### config.mk
export PLATFORM = sky130hd
export DESIGN_NAME = wlan_mac_header_parser
export DESIGN_NICKNAME = d
export VERILOG_FILES = /design/src/design/wmhp_pkg.sv /design/src/design/wlan_mac_header_parser.sv /design/src/design/wmhp_in_reg.sv /design/src/design/wmhp_accum.sv /design/src/design/wmhp_result.sv
export SDC_FILE = /design/constraint.sdc
export NUM_CORES = 1
export LEC_CHECK = 0
export BUFFER_PORTS_ARGS = -buffer_cell sky130_fd_sc_hd__buf_2
export CAP_MARGIN = 5
export CORE_MARGIN = 4
export CORE_UTILIZATION = 30
export DETAILED_ROUTE_END_ITERATION = 12
export HOLD_SLACK_MARGIN = 0.02
export PLACE_DENSITY = 0.56
export SYNTH_ARGS = -nofsm -noshare
export SYNTH_HDL_FRONTEND = slang
export SYNTH_SLANG_ARGS = --single-unit
export TNS_END_PERCENT = 10
### constraint.sdc
create_clock -name clk -period 19.92 [get_ports clk]
set_clock_uncertainty 0.2 [all_clocks]
set_input_delay 3.984 -clock clk [delete_from_list [all_inputs] [get_ports clk]]
set_output_delay 3.984 -clock clk [all_outputs]
set_load 0.03 [all_outputs]
### src/design/wmhp_pkg.sv
// ---------------------------------------------------------------------------
// wmhp_pkg: shared types, constants and helpers of the 802.11 header parser
// Holds the frame state record, the input stage record and the header length
// function that both the accumulator and the summary logic use.
// ---------------------------------------------------------------------------
package wmhp_pkg;

	localparam int MAX_FRAME_BYTES = 4096;
	localparam int CNT_W           = $clog2(MAX_FRAME_BYTES + 1);
	localparam int PLEN_W          = 12;
	localparam int CALC_W          = (CNT_W > PLEN_W) ? CNT_W : PLEN_W;
	localparam int HL_W            = 6;
	localparam int MFL_W           = 7;

	localparam logic [MFL_W-1:0] MIN_LEN_RESET = 7'd24;
	localparam logic [HL_W-1:0]  HDR_BASE      = 6'd24;
	localparam logic [HL_W-1:0]  HDR_ADDR4_ADD = 6'd6;
	localparam logic [HL_W-1:0]  HDR_QOS_ADD   = 6'd2;
	localparam logic [HL_W-1:0]  PROT_SKIP     = 6'd4;
	localparam int               PROT_TRIM     = 8;
	localparam int               ADDR4_MIN_LEN = 30;
	localparam int               ADDR4_FIRST   = 24;
	localparam int               ADDR1_FIRST   = 4;
	localparam int               ADDR_BYTES    = 6;
	localparam int               HEAD_BYTES    = 4;

	localparam logic [1:0] TYPE_DATA   = 2'd2;
	localparam logic [3:0] SUBTYPE_QOS = 4'd8;
	localparam logic [1:0] DS_BOTH     = 2'b11;

	localparam logic [7:0] ETH_EAPOL_HI = 8'h88;
	localparam logic [7:0] ETH_EAPOL_LO = 8'h8E;
	localparam logic [7:0] EAP_VERSION  = 8'h01;
	localparam logic [7:0] EAP_PACKET   = 8'h00;

	typedef struct packed {
		logic [CNT_W-1:0]   count;
		logic [15:0]        fc;
		logic [3:0][47:0]   addr;
		logic [31:0]        head;
		logic               overlong;
	} frame_t;

	typedef struct packed {
		logic       valid;
		logic       last;
		logic [7:0] data;
	} s1_t;

	function automatic logic [HL_W-1:0] hdr_len(input logic [15:0] fc);
		logic [HL_W-1:0] hl;
		hl = HDR_BASE;
		if (fc[9:8] == DS_BOTH) begin
			hl = hl + HDR_ADDR4_ADD;
		end
		if (fc[3:2] == TYPE_DATA && fc[7:4] == SUBTYPE_QOS) begin
			hl = hl + HDR_QOS_ADD;
		end
		return hl;
	endfunction

endpackage

### src/design/wlan_mac_header_parser.sv
// ---------------------------------------------------------------------------
// wlan_mac_header_parser: 802.11 MAC header parser
// Takes a frame one byte per request and returns one summary per frame.
//
//   channel   direction  handshake                 payload
//   in        sink       in_valid / in_ready       rx_byte, last_byte
//   out       source     out_valid / out_ready     frame summary fields
//   cfg       sink       cfg_valid / cfg_ready     min_frame_length
//
// One byte is taken every cycle while in_ready is high; the summary becomes
// valid once the last byte has passed the input and the result register.
// in_ready falls only while a last byte waits in the input register and
// the result register is still full and not being taken.
// Reset clears the frame state and sets the minimum length to 24.
// ---------------------------------------------------------------------------
module wlan_mac_header_parser (
	input  logic        clk,
	input  logic        arst_n,
	input  logic        in_valid,
	output logic        in_ready,
	input  logic [7:0]  rx_byte,
	input  logic        last_byte,
	output logic        out_valid,
	input  logic        out_ready,
	output logic [15:0] frame_ctrl,
	output logic [47:0] address_one,
	output logic [47:0] address_two,
	output logic [47:0] address_three,
	output logic [47:0] address_four,
	output logic        is_qos_data,
	output logic        is_protected_data,
	output logic [5:0]  payload_offset,
	output logic [11:0] body_length,
	output logic        frame_valid,
	output logic        is_eapol,
	output logic        is_eap,
	input  logic        cfg_valid,
	output logic        cfg_ready,
	input  logic [6:0]  min_frame_length
);

	wmhp_pkg::s1_t                 s1;
	wmhp_pkg::frame_t              cur;
	logic                          adv;
	logic                          load;
	logic                          out_free;
	logic [wmhp_pkg::MFL_W-1:0]    mfl_q;

	assign cfg_ready = 1'b1;

	always_ff @(posedge clk or negedge arst_n) begin
		if (!arst_n) begin
			mfl_q <= wmhp_pkg::MIN_LEN_RESET;
		end else if (cfg_valid && cfg_ready) begin
			mfl_q <= min_frame_length;
		end
	end

	// A last byte may only move on when the result register can take it.
	assign adv  = s1.valid && (!s1.last || out_free);
	assign load = adv && s1.last;

	wmhp_in_reg u_in_reg (
		.clk       (clk),
		.arst_n    (arst_n),
		.in_valid  (in_valid),
		.in_ready  (in_ready),
		.rx_byte   (rx_byte),
		.last_byte (last_byte),
		.adv       (adv),
		.s1        (s1)
	);

	wmhp_accum u_accum (
		.clk    (clk),
		.arst_n (arst_n),
		.adv    (adv),
		.s1     (s1),
		.cur    (cur)
	);

	wmhp_result u_result (
		.clk               (clk),
		.arst_n            (arst_n),
		.load              (load),
		.cur               (cur),
		.mfl               (mfl_q),
		.out_ready         (out_ready),
		.out_free          (out_free),
		.out_valid         (out_valid),
		.frame_ctrl        (frame_ctrl),
		.address_one       (address_one),
		.address_two       (address_two),
		.address_three     (address_three),
		.address_four      (address_four),
		.is_qos_data       (is_qos_data),
		.is_protected_data (is_protected_data),
		.payload_offset    (payload_offset),
		.body_length       (body_length),
		.frame_valid       (frame_valid),
		.is_eapol          (is_eapol),
		.is_eap            (is_eap)
	);

`ifndef SYNTHESIS
	a_eap_needs_eapol: assert property (@(posedge clk) disable iff (!arst_n)
		out_valid && is_eap |-> is_eapol)
		else $error("EAP flagged without EAPOL");

	a_invalid_zero: assert property (@(posedge clk) disable iff (!arst_n)
		out_valid && !frame_valid |-> payload_offset == 6'd0 && body_length == 12'd0)
		else $error("invalid frame carries payload bounds");

	a_valid_offset: assert property (@(posedge clk) disable iff (!arst_n)
		out_valid && frame_valid |-> payload_offset >= 6'd24)
		else $error("payload offset below base header length");

	a_stall_last: assert property (@(posedge clk) disable iff (!arst_n)
		s1.valid && s1.last && out_valid && !out_ready |-> !in_ready && !adv)
		else $error("last byte advanced into a full result register");

	a_load_result: assert property (@(posedge clk) disable iff (!arst_n)
		load |=> out_valid)
		else $error("frame summary lost");
`endif

endmodule

### src/design/wmhp_in_reg.sv
// ---------------------------------------------------------------------------
// wmhp_in_reg: input register of the header parser
// Captures one byte request and holds it until the accumulator takes it.
// ---------------------------------------------------------------------------
module wmhp_in_reg (
	input  logic            clk,
	input  logic            arst_n,
	input  logic            in_valid,
	output logic            in_ready,
	input  logic [7:0]      rx_byte,
	input  logic            last_byte,
	input  logic            adv,
	output wmhp_pkg::s1_t   s1
);

	logic       valid_s1;
	logic       last_s1;
	logic [7:0] byte_s1;

	assign in_ready = !valid_s1 || adv;

	always_ff @(posedge clk or negedge arst_n) begin
		if (!arst_n) begin
			valid_s1 <= 1'b0;
		end else if (in_ready) begin
			valid_s1 <= in_valid;
		end
	end

	always_ff @(posedge clk) begin
		if (in_valid && in_ready) begin
			byte_s1 <= rx_byte;
			last_s1 <= last_byte;
		end
	end

	assign s1.valid = valid_s1;
	assign s1.last  = last_s1;
	assign s1.data  = byte_s1;

endmodule

### src/design/wmhp_accum.sv
// ---------------------------------------------------------------------------
// wmhp_accum: per-frame state of the header parser
// Counts bytes and drops each header byte into its field. The updated view,
// with the current byte applied, feeds the summary logic.
// ---------------------------------------------------------------------------
module wmhp_accum (
	input  logic              clk,
	input  logic              arst_n,
	input  logic              adv,
	input  wmhp_pkg::s1_t     s1,
	output wmhp_pkg::frame_t  cur
);

	wmhp_pkg::frame_t                st_q;
	wmhp_pkg::frame_t                nxt;
	logic [wmhp_pkg::CNT_W-1:0]      pos;
	logic [wmhp_pkg::HL_W-1:0]       hl;

	assign pos = st_q.count;
	assign hl  = wmhp_pkg::hdr_len(st_q.fc);

	always_comb begin
		nxt = st_q;
		if (pos >= wmhp_pkg::CNT_W'(wmhp_pkg::MAX_FRAME_BYTES)) begin
			nxt.overlong = 1'b1;
		end else begin
			nxt.count = pos + 1'b1;
			if (pos == '0) begin
				nxt.fc[7:0] = s1.data;
			end else if (pos == wmhp_pkg::CNT_W'(1)) begin
				nxt.fc[15:8] = s1.data;
			end else begin
				for (int a = 0; a < 3; a++) begin
					for (int k = 0; k < wmhp_pkg::ADDR_BYTES; k++) begin
						if (pos == wmhp_pkg::CNT_W'(wmhp_pkg::ADDR1_FIRST
								+ wmhp_pkg::ADDR_BYTES * a + k)) begin
							nxt.addr[a][8*(wmhp_pkg::ADDR_BYTES-1-k) +: 8] = s1.data;
						end
					end
				end
				for (int k = 0; k < wmhp_pkg::ADDR_BYTES; k++) begin
					if (pos == wmhp_pkg::CNT_W'(wmhp_pkg::ADDR4_FIRST + k)) begin
						nxt.addr[3][8*(wmhp_pkg::ADDR_BYTES-1-k) +: 8] = s1.data;
					end
				end
				// The header length is known here since both control bytes are in.
				for (int k = 0; k < wmhp_pkg::HEAD_BYTES; k++) begin
					if (pos == wmhp_pkg::CNT_W'(hl) + wmhp_pkg::CNT_W'(k)) begin
						nxt.head[8*(wmhp_pkg::HEAD_BYTES-1-k) +: 8] = s1.data;
					end
				end
			end
		end
	end

	always_ff @(posedge clk or negedge arst_n) begin
		if (!arst_n) begin
			st_q <= '0;
		end else if (adv) begin
			st_q <= s1.last ? '0 : nxt;
		end
	end

	assign cur = nxt;

endmodule

### src/design/wmhp_result.sv
// ---------------------------------------------------------------------------
// wmhp_result: frame summary and result register of the header parser
// Derives header length, payload bounds and EAPOL flags from the final frame
// state and holds the summary until the downstream side takes it.
// ---------------------------------------------------------------------------
module wmhp_result (
	input  logic                         clk,
	input  logic                         arst_n,
	input  logic                         load,
	input  wmhp_pkg::frame_t             cur,
	input  logic [wmhp_pkg::MFL_W-1:0]   mfl,
	input  logic                         out_ready,
	output logic                         out_free,
	output logic                         out_valid,
	output logic [15:0]                  frame_ctrl,
	output logic [47:0]                  address_one,
	output logic [47:0]                  address_two,
	output logic [47:0]                  address_three,
	output logic [47:0]                  address_four,
	output logic                         is_qos_data,
	output logic                         is_protected_data,
	output logic [5:0]                   payload_offset,
	output logic [11:0]                  body_length,
	output logic                         frame_valid,
	output logic                         is_eapol,
	output logic                         is_eap
);

	logic [wmhp_pkg::CALC_W-1:0]  len;
	logic [wmhp_pkg::CALC_W-1:0]  hl_w;
	logic [wmhp_pkg::CALC_W-1:0]  mfl_w;
	logic [wmhp_pkg::CALC_W-1:0]  diff;
	logic [wmhp_pkg::CALC_W-1:0]  plen_raw;
	logic [wmhp_pkg::HL_W-1:0]    hl;
	logic                         data;
	logic                         len_ok;
	logic                         valid;
	logic                         trim;
	logic                         qos;
	logic                         prot;
	logic                         eapol;
	logic                         eap;
	logic                         addr4_ok;
	logic [5:0]                   poff;
	logic [11:0]                  plen;
	logic                         out_valid_q;

	assign len    = wmhp_pkg::CALC_W'(cur.count);
	assign hl     = wmhp_pkg::hdr_len(cur.fc);
	assign hl_w   = wmhp_pkg::CALC_W'(hl);
	assign mfl_w  = wmhp_pkg::CALC_W'(mfl);
	assign data   = cur.fc[3:2] == wmhp_pkg::TYPE_DATA;
	assign len_ok = len >= mfl_w;
	assign qos    = len_ok && data && cur.fc[7:4] == wmhp_pkg::SUBTYPE_QOS;
	assign prot   = len_ok && data && cur.fc[14];
	assign valid  = len_ok && (hl_w < len) && !cur.overlong;

	assign diff     = len - hl_w;
	assign trim     = cur.fc[14] && diff >= wmhp_pkg::CALC_W'(wmhp_pkg::PROT_TRIM);
	assign plen_raw = trim ? diff - wmhp_pkg::CALC_W'(wmhp_pkg::PROT_TRIM) : diff;
	assign plen     = !valid ? 12'd0 :
		(plen_raw > wmhp_pkg::CALC_W'(12'hFFF)) ? 12'hFFF : plen_raw[11:0];
	assign poff     = !valid ? 6'd0 : (trim ? hl + wmhp_pkg::PROT_SKIP : hl);

	assign eapol = len_ok && !cur.overlong && data
		&& len >= mfl_w + wmhp_pkg::CALC_W'(wmhp_pkg::PROT_TRIM)
		&& hl_w + wmhp_pkg::CALC_W'(wmhp_pkg::PROT_TRIM) <= len
		&& cur.head[31:16] == {wmhp_pkg::ETH_EAPOL_HI, wmhp_pkg::ETH_EAPOL_LO};
	assign eap   = eapol
		&& cur.head[15:0] == {wmhp_pkg::EAP_VERSION, wmhp_pkg::EAP_PACKET};

	assign addr4_ok = len_ok && cur.fc[9:8] == wmhp_pkg::DS_BOTH
		&& len >= wmhp_pkg::CALC_W'(wmhp_pkg::ADDR4_MIN_LEN);

	assign out_free = !out_valid_q || out_ready;

	always_ff @(posedge clk or negedge arst_n) begin
		if (!arst_n) begin
			out_valid_q <= 1'b0;
		end else if (load) begin
			out_valid_q <= 1'b1;
		end else if (out_ready) begin
			out_valid_q <= 1'b0;
		end
	end

	always_ff @(posedge clk) begin
		if (load) begin
			frame_ctrl        <= cur.fc;
			address_one       <= cur.addr[0];
			address_two       <= cur.addr[1];
			address_three     <= cur.addr[2];
			address_four      <= addr4_ok ? cur.addr[3] : 48'd0;
			is_qos_data       <= qos;
			is_protected_data <= prot;
			payload_offset    <= poff;
			body_length       <= plen;
			frame_valid       <= valid;
			is_eapol          <= eapol;
			is_eap            <= eap;
		end
	end

	assign out_valid = out_valid_q;

endmodule

Word-level counts from Yosys, hierarchy flattened --
Cells that the tools add are included.
Storage, ports and cells: flip-flop bits (word level) 503, latch bits 0, RAM bits 0, bits in read-only memories 0, input port bits 21, logic and storage cells 154, memories kept 0
Cells by class: add/sub/neg operators 11, multipliers 0, divide/modulo/power cells 0, order comparisons 8, equal/unequal tests 37, shifts and indexed selects 0, multiplexer cells 45, bitwise gates (word level) 0, reductions and logical operators 28
Operators with widths (number):
- 224-bit 2-to-1 mux | 2
- 254-bit 2-to-1 mux | 1
- 253-bit 2-to-1 mux | 1
- 8-bit 2-to-1 mux | 31
- 13-bit by 5-bit == test with 1-bit output, second input constant | 12
- 13-bit by 4-bit == test with 1-bit output, second input constant | 8
- 13-bit by 3-bit == test with 1-bit output, second input constant | 4
- 13-bit == test | 3
- 1-bit logical AND | 19
- 6-bit 2-to-1 mux | 3
- 16-bit == test, second input constant | 1
- 16-bit by 9-bit == test with 1-bit output, second input constant | 1
- 6-bit by 2-bit adder with 7-bit output, second input constant | 2
- 13-bit by 1-bit adder with 13-bit output, second input constant | 1
- 13-bit by 1-bit == test with 1-bit output, second input constant | 1
- 13-bit by 6-bit == test with 1-bit output | 1
- 13-bit greater-or-equal comparator | 1
- 13-bit greater-or-equal comparator, second input constant | 1
- 13-bit by 4-bit greater-or-equal comparator with 1-bit output, second input constant | 1
- 13-bit by 5-bit greater-or-equal comparator with 1-bit output, second input constant | 1
- 13-bit by 7-bit greater-or-equal comparator with 1-bit output | 1
- 13-bit by 12-bit greater-than comparator with 1-bit output, second input constant | 1
- 13-bit less-or-equal comparator | 1
- 13-bit logical NOT | 1
- 17 further kinds | 30

Depth between registers and ports, before layout --
depth in word-level cells 20, gate-level depth with buffers 24, gate-level depth less buffers 21

Modules after synthesis --
From an unflattened synthesis, not the netlist that was laid out.
Unflattened totals: cells, all modules 1976, area, all modules 24815.0 sq um
Modules (own cells, without submodules):
- wmhp_accum | instances 1, cells an instance 1431, area an instance 15322.2 sq um
- wmhp_result | instances 1, cells an instance 510, area an instance 8831.0 sq um
- wmhp_in_reg | instances 1, cells an instance 15, area an instance 339.1 sq um
- wlan_mac_header_parser | instances 1, cells an instance 20, area an instance 322.8 sq um

Least setup slack after synthesis --
OpenSTA, ideal clock, no wires.
path kind input -> register, from input port out_ready, to register u_result.address_four[0], enable pin, setup time 0.581 ns, arrival 8.998 ns, data required time 19.139 ns, path slack 10.142 ns, stages 5, path through nand3b_1 -> and2_1 -> clkbuf_1 -> nand2_1 -> inv_1
On the way: word-level cells in the longest chain between the ends 4
RTL lines:
- from (decl) | line wlan_mac_header_parser.sv:24 | input logic out_ready,
- 1-bit logical OR | line wmhp_result.sv:75 | assign out_free = !out_valid_q || out_ready;
- 1-bit logical OR | line wlan_mac_header_parser.sv:60 | assign adv = s1.valid && (!s1.last || out_free);
- 1-bit logical AND | line wlan_mac_header_parser.sv:60
- 1-bit logical AND | line wlan_mac_header_parser.sv:61 | assign load = adv && s1.last;
- net load | line wlan_mac_header_parser.sv:45 | logic load;
- to (signal assigned) | line wmhp_result.sv:93 | address_four <= addr4_ok ? cur.addr[3] : 48'd0;
- to (decl) | line wmhp_result.sv:19 | output logic [47:0] address_four,
The timed path passes the listed nets, and every way through them passes these cells. A chain may end at the register's enable or synchronous reset.

Worst setup path after layout --
from input port out_ready, to output port in_ready
On the way: word-level cells in the longest chain between the ends 4
RTL lines:
- 1-bit logical OR | line wmhp_result.sv:75
- 1-bit logical OR | line wlan_mac_header_parser.sv:60
- 1-bit logical AND | line wlan_mac_header_parser.sv:60
- 1-bit logical OR | line wmhp_in_reg.sv:20 | assign in_ready = !valid_s1 || adv;
- to (decl) | line wlan_mac_header_parser.sv:20 | output logic in_ready,
No other way between the ends.

==> impl_metrics.csv <==
group,metric,value,unit
run_status,outcome,"finished clean",
die,start_util,0.3025,
finish,final_core_util,0.3555,
finish,nNetsFinal,2309,
detailed_routing,ant_nets,0,
finish,drive_gt1_frac,0.2403,
place,place_area,25630,µm²
worst_setup_path,cpPeakStageDelay,250,ps
min_path,min_path_cells,2,
finish,final_common_cell,"nand2_1",
worst_setup_path,r2r_slack,12820,ps
global_route,gr-total-overflow,0,
detailed_routing,drtPass1Iterations,8,
power_and_ir_drop,p_leak,11.22,nW
cts,postCtsResizedCells,0,
yosys,synthArstFlopShare,0.5250,
finish,seq_area,13730,µm²
sta,relSlewSlack,0.04851,
yosys,syn_area,23390,µm²
yosys,synth-edff-count,238,
sta,max_freq,114.2,MHz
die,rows,102,
detailed_routing,routed_wl,67200,µm
die,coreArea,77340,µm²
sta,slew_viol_final,0,
worst_setup_path,path_cells,"buf_2 -> nand4b_1 -> buf_2",
worst_setup_path,arrival,4580,ps
sta,post-route-period-util,0.4397,
worst_setup_path,cp_max_fo,3,
worst_setup_path,end_kind,"output pin",
cts,post_cts_buffers,0,
yosys,synth_top_area_cell,"edfxtp_1",
detailed_routing,vias_per_cell,5.120,
worst_setup_path,cp-start-kind,"input pin",
worst_setup_path,worstSetupPathType,"input pin to output pin",
place,io_buffers,252,
worst_setup_path,r2r_cells,17,
finish,final_area,27490,µm²
detailed_routing,drt_iter0_drc,1649,
finish,area_delta_synth_final,17.52,%
finish,instances_no_fill,3341,
worst_setup_path,reg2reg_to,"u_result.body_length[9]",
finish,diodes,0,
power_and_ir_drop,power,0.002748,W
min_path,min_to,"u_accum.st_q[239]",
flow_run,drv_cap,0,
cts,cts_tree,"done",
die,io_pins,255,
die,fp.dieArea,82510,µm²
cts,h-tree-depth,2,
cts,hold_buffers,0,
sta,setup_violations,0,
detailed_routing,drc,0,
worst_setup_path,required,15740,ps
worst_setup_path,critPathTopFamily,"buffers and inverters",
yosys,synth_area_leaders,"edfxtp_1, dfrtp_1, mux2_2, a22oi_1, o21ai_0",
sta,tns,0,ps
finish,fillers,7638,
sta,tightest_slew,1414,ps
cts,clock-sinks,501,
yosys,yosysSeqAreaShare,0.5869,
cts,insertion_delay,610,ps
sta,hold_viol,0,
global_route,grt_pass1_wl,102600,µm
worst_setup_path,cp_slowest_cell,"buf_2",
die,die_h,287.2,µm
min_path,min_from,"u_accum.st_q[239]",
cts,numCtsBuffers,55,
cts,clk_path_buf_depth,3,
place,placed_cells,3237,
cts,cts_root_buffer,"clkbuf_16",
min_path,hp-class,"flop to flop",
worst_setup_path,r2r-start,"u_accum.pos[0]",
yosys,syn_inst,2079,
die,die_w,287.2,µm
sta,fin_crit,8759,ps
yosys,synth_top_area_frac,0.3055,
detailed_routing,wl_per_cell,20.11,µm
global_route,track_usage,0.1583,
power_and_ir_drop,ir_drop,65.65,µV
global_route,first_global_vias,16957,
finish,layout_common_cells,"nand2_1, dfrtp_1, buf_2",
worst_setup_path,cp_common_cell,"buf_2",
yosys,ys_ff_latch,501,
yosys,yosys_warnings,0,
global_route,grt_max_degree,149,
power_and_ir_drop,p_per_area,99.94,nW/µm²
place,place_congestion,0.8014,
worst_setup_path,path_buf_inv,2,
place,dp_hpwl,41090,µm
yosys,yosys.cell_types.count,69,
global_route,grt_antenna_before_repair,3,
sta,rsz0062_at_grt,"false",
cts,path_clk_slew,50,ps
detailed_routing,num_vias,17106,
yosys,syn_avg_cell_area,11.25,µm²
yosys,syn_nets,2134,
yosys,synth_flop_cell,"dfrtp_1",
finish,multi_input_area,8950,µm²
[cell type report]
cell class,count,share of cell area
flip-flops and latches,501,0.4994
inverters,41,0.005871
multi-input cells,1376,0.3255
repair buffers,279,0.05407
clock inverters,32,0.01165
clock buffers,72,0.05611
well taps,1040,0.04733
[layer usage]
metal	wire [µm]	GRT usage	vias to the layer above
li1	-	-	7958
met1	30230	0.2150	8579
met2	32390	0.2663	488
met3	3168	0.02284	81
met4	1408	0.04085	0
met5	0	0	-
[sequential cells by signal, summed over array words and instances (netlist names), 4 cells and up]
signal,count
u_accum.pos,13
u_result.address_two,48
mfl_q,7
u_result.address_one,48
u_accum.st_q,241
u_result.payload_offset,4
u_result.frame_ctrl,16
u_result.address_four,48
u_result.body_length,12
u_in_reg.byte_s1,8
u_result.address_three,48
[worst max path at each step]
| stage | from | to | cells past startpoint |
|---|---|---|---|
| after detailed placement | out_ready | in_ready | 3 |
| after global placement | out_ready | in_ready | 3 |
| after CTS | out_ready | in_ready | 3 |
| after floorplan | out_ready | u_result.address_four[0] | 5 |
| after global routing | out_ready | in_ready | 3 |
| final | out_ready | in_ready | 3 |
[where the power goes]
part / switching [W] / total (W) / leakage, nW / internal [W]
Combinational: 0.000264 / 0.000412 / 4.40 / 0.000149
Clock: 0.000435 / 0.00105 / 0.917 / 0.000613
Sequential: 0.0000748 / 0.00129 / 5.90 / 0.00121
[Yosys cell counts (all sizes together), types with 5 or more instances]
cell type / instances
nand2: 302
dfrtp: 261
edfxtp: 238
o21ai: 228
a22oi: 160
mux2: 159
clkbuf: 143
nor2: 91
a21oi: 81
nand3: 46
a22o: 44
inv: 41
mux2i: 35
ha: 33
xnor2: 23
nor4: 19
buf: 18
nor3: 15
and2: 10
nor2b: 10
or4: 9
and3: 8
nand2b: 8
nand4: 7
or3: 7
xor2: 6
nand4b: 5
o21a: 5
or2: 5
[worst register-to-register path, cell delays in order, from the launching register on]
cell and delay [ps]:
dfrtp_1 670, inv_1 210, ha_1 370, nor4b_1 300, nand4_1 630, o21ai_0 990, ha_1 380, inv_1 100
ha_1 210, fa_1 210, nor2b_1 90, o221ai_1 230, nand4b_1 200, or4_1 580, a2111o_1 460, or4_4 560
xnor2_4 300, a31oi_1 120
[per-stage QoR]
step	hold WS, ps	setup slack, ps
after global placement	272.3	11170
after detailed placement	284.8	11160
after CTS	296.5	11160
after global routing	311.2	11130
final	296.1	11160
after floorplan	249.6	10140
[logic make-up after synthesis]
family / share of synthesized area
AOI/OAI and AO/OA: 0.1502
xor gates and xnor gates: 0.01166
adders and majority gates: 0.01851
buffers and inverters: 0.03305
DFF: 0.5869
muxes: 0.09151
other: 0.0003210
and+or+nand+nor: 0.1078
No activity file was read; power rests on OpenSTA's default activity.
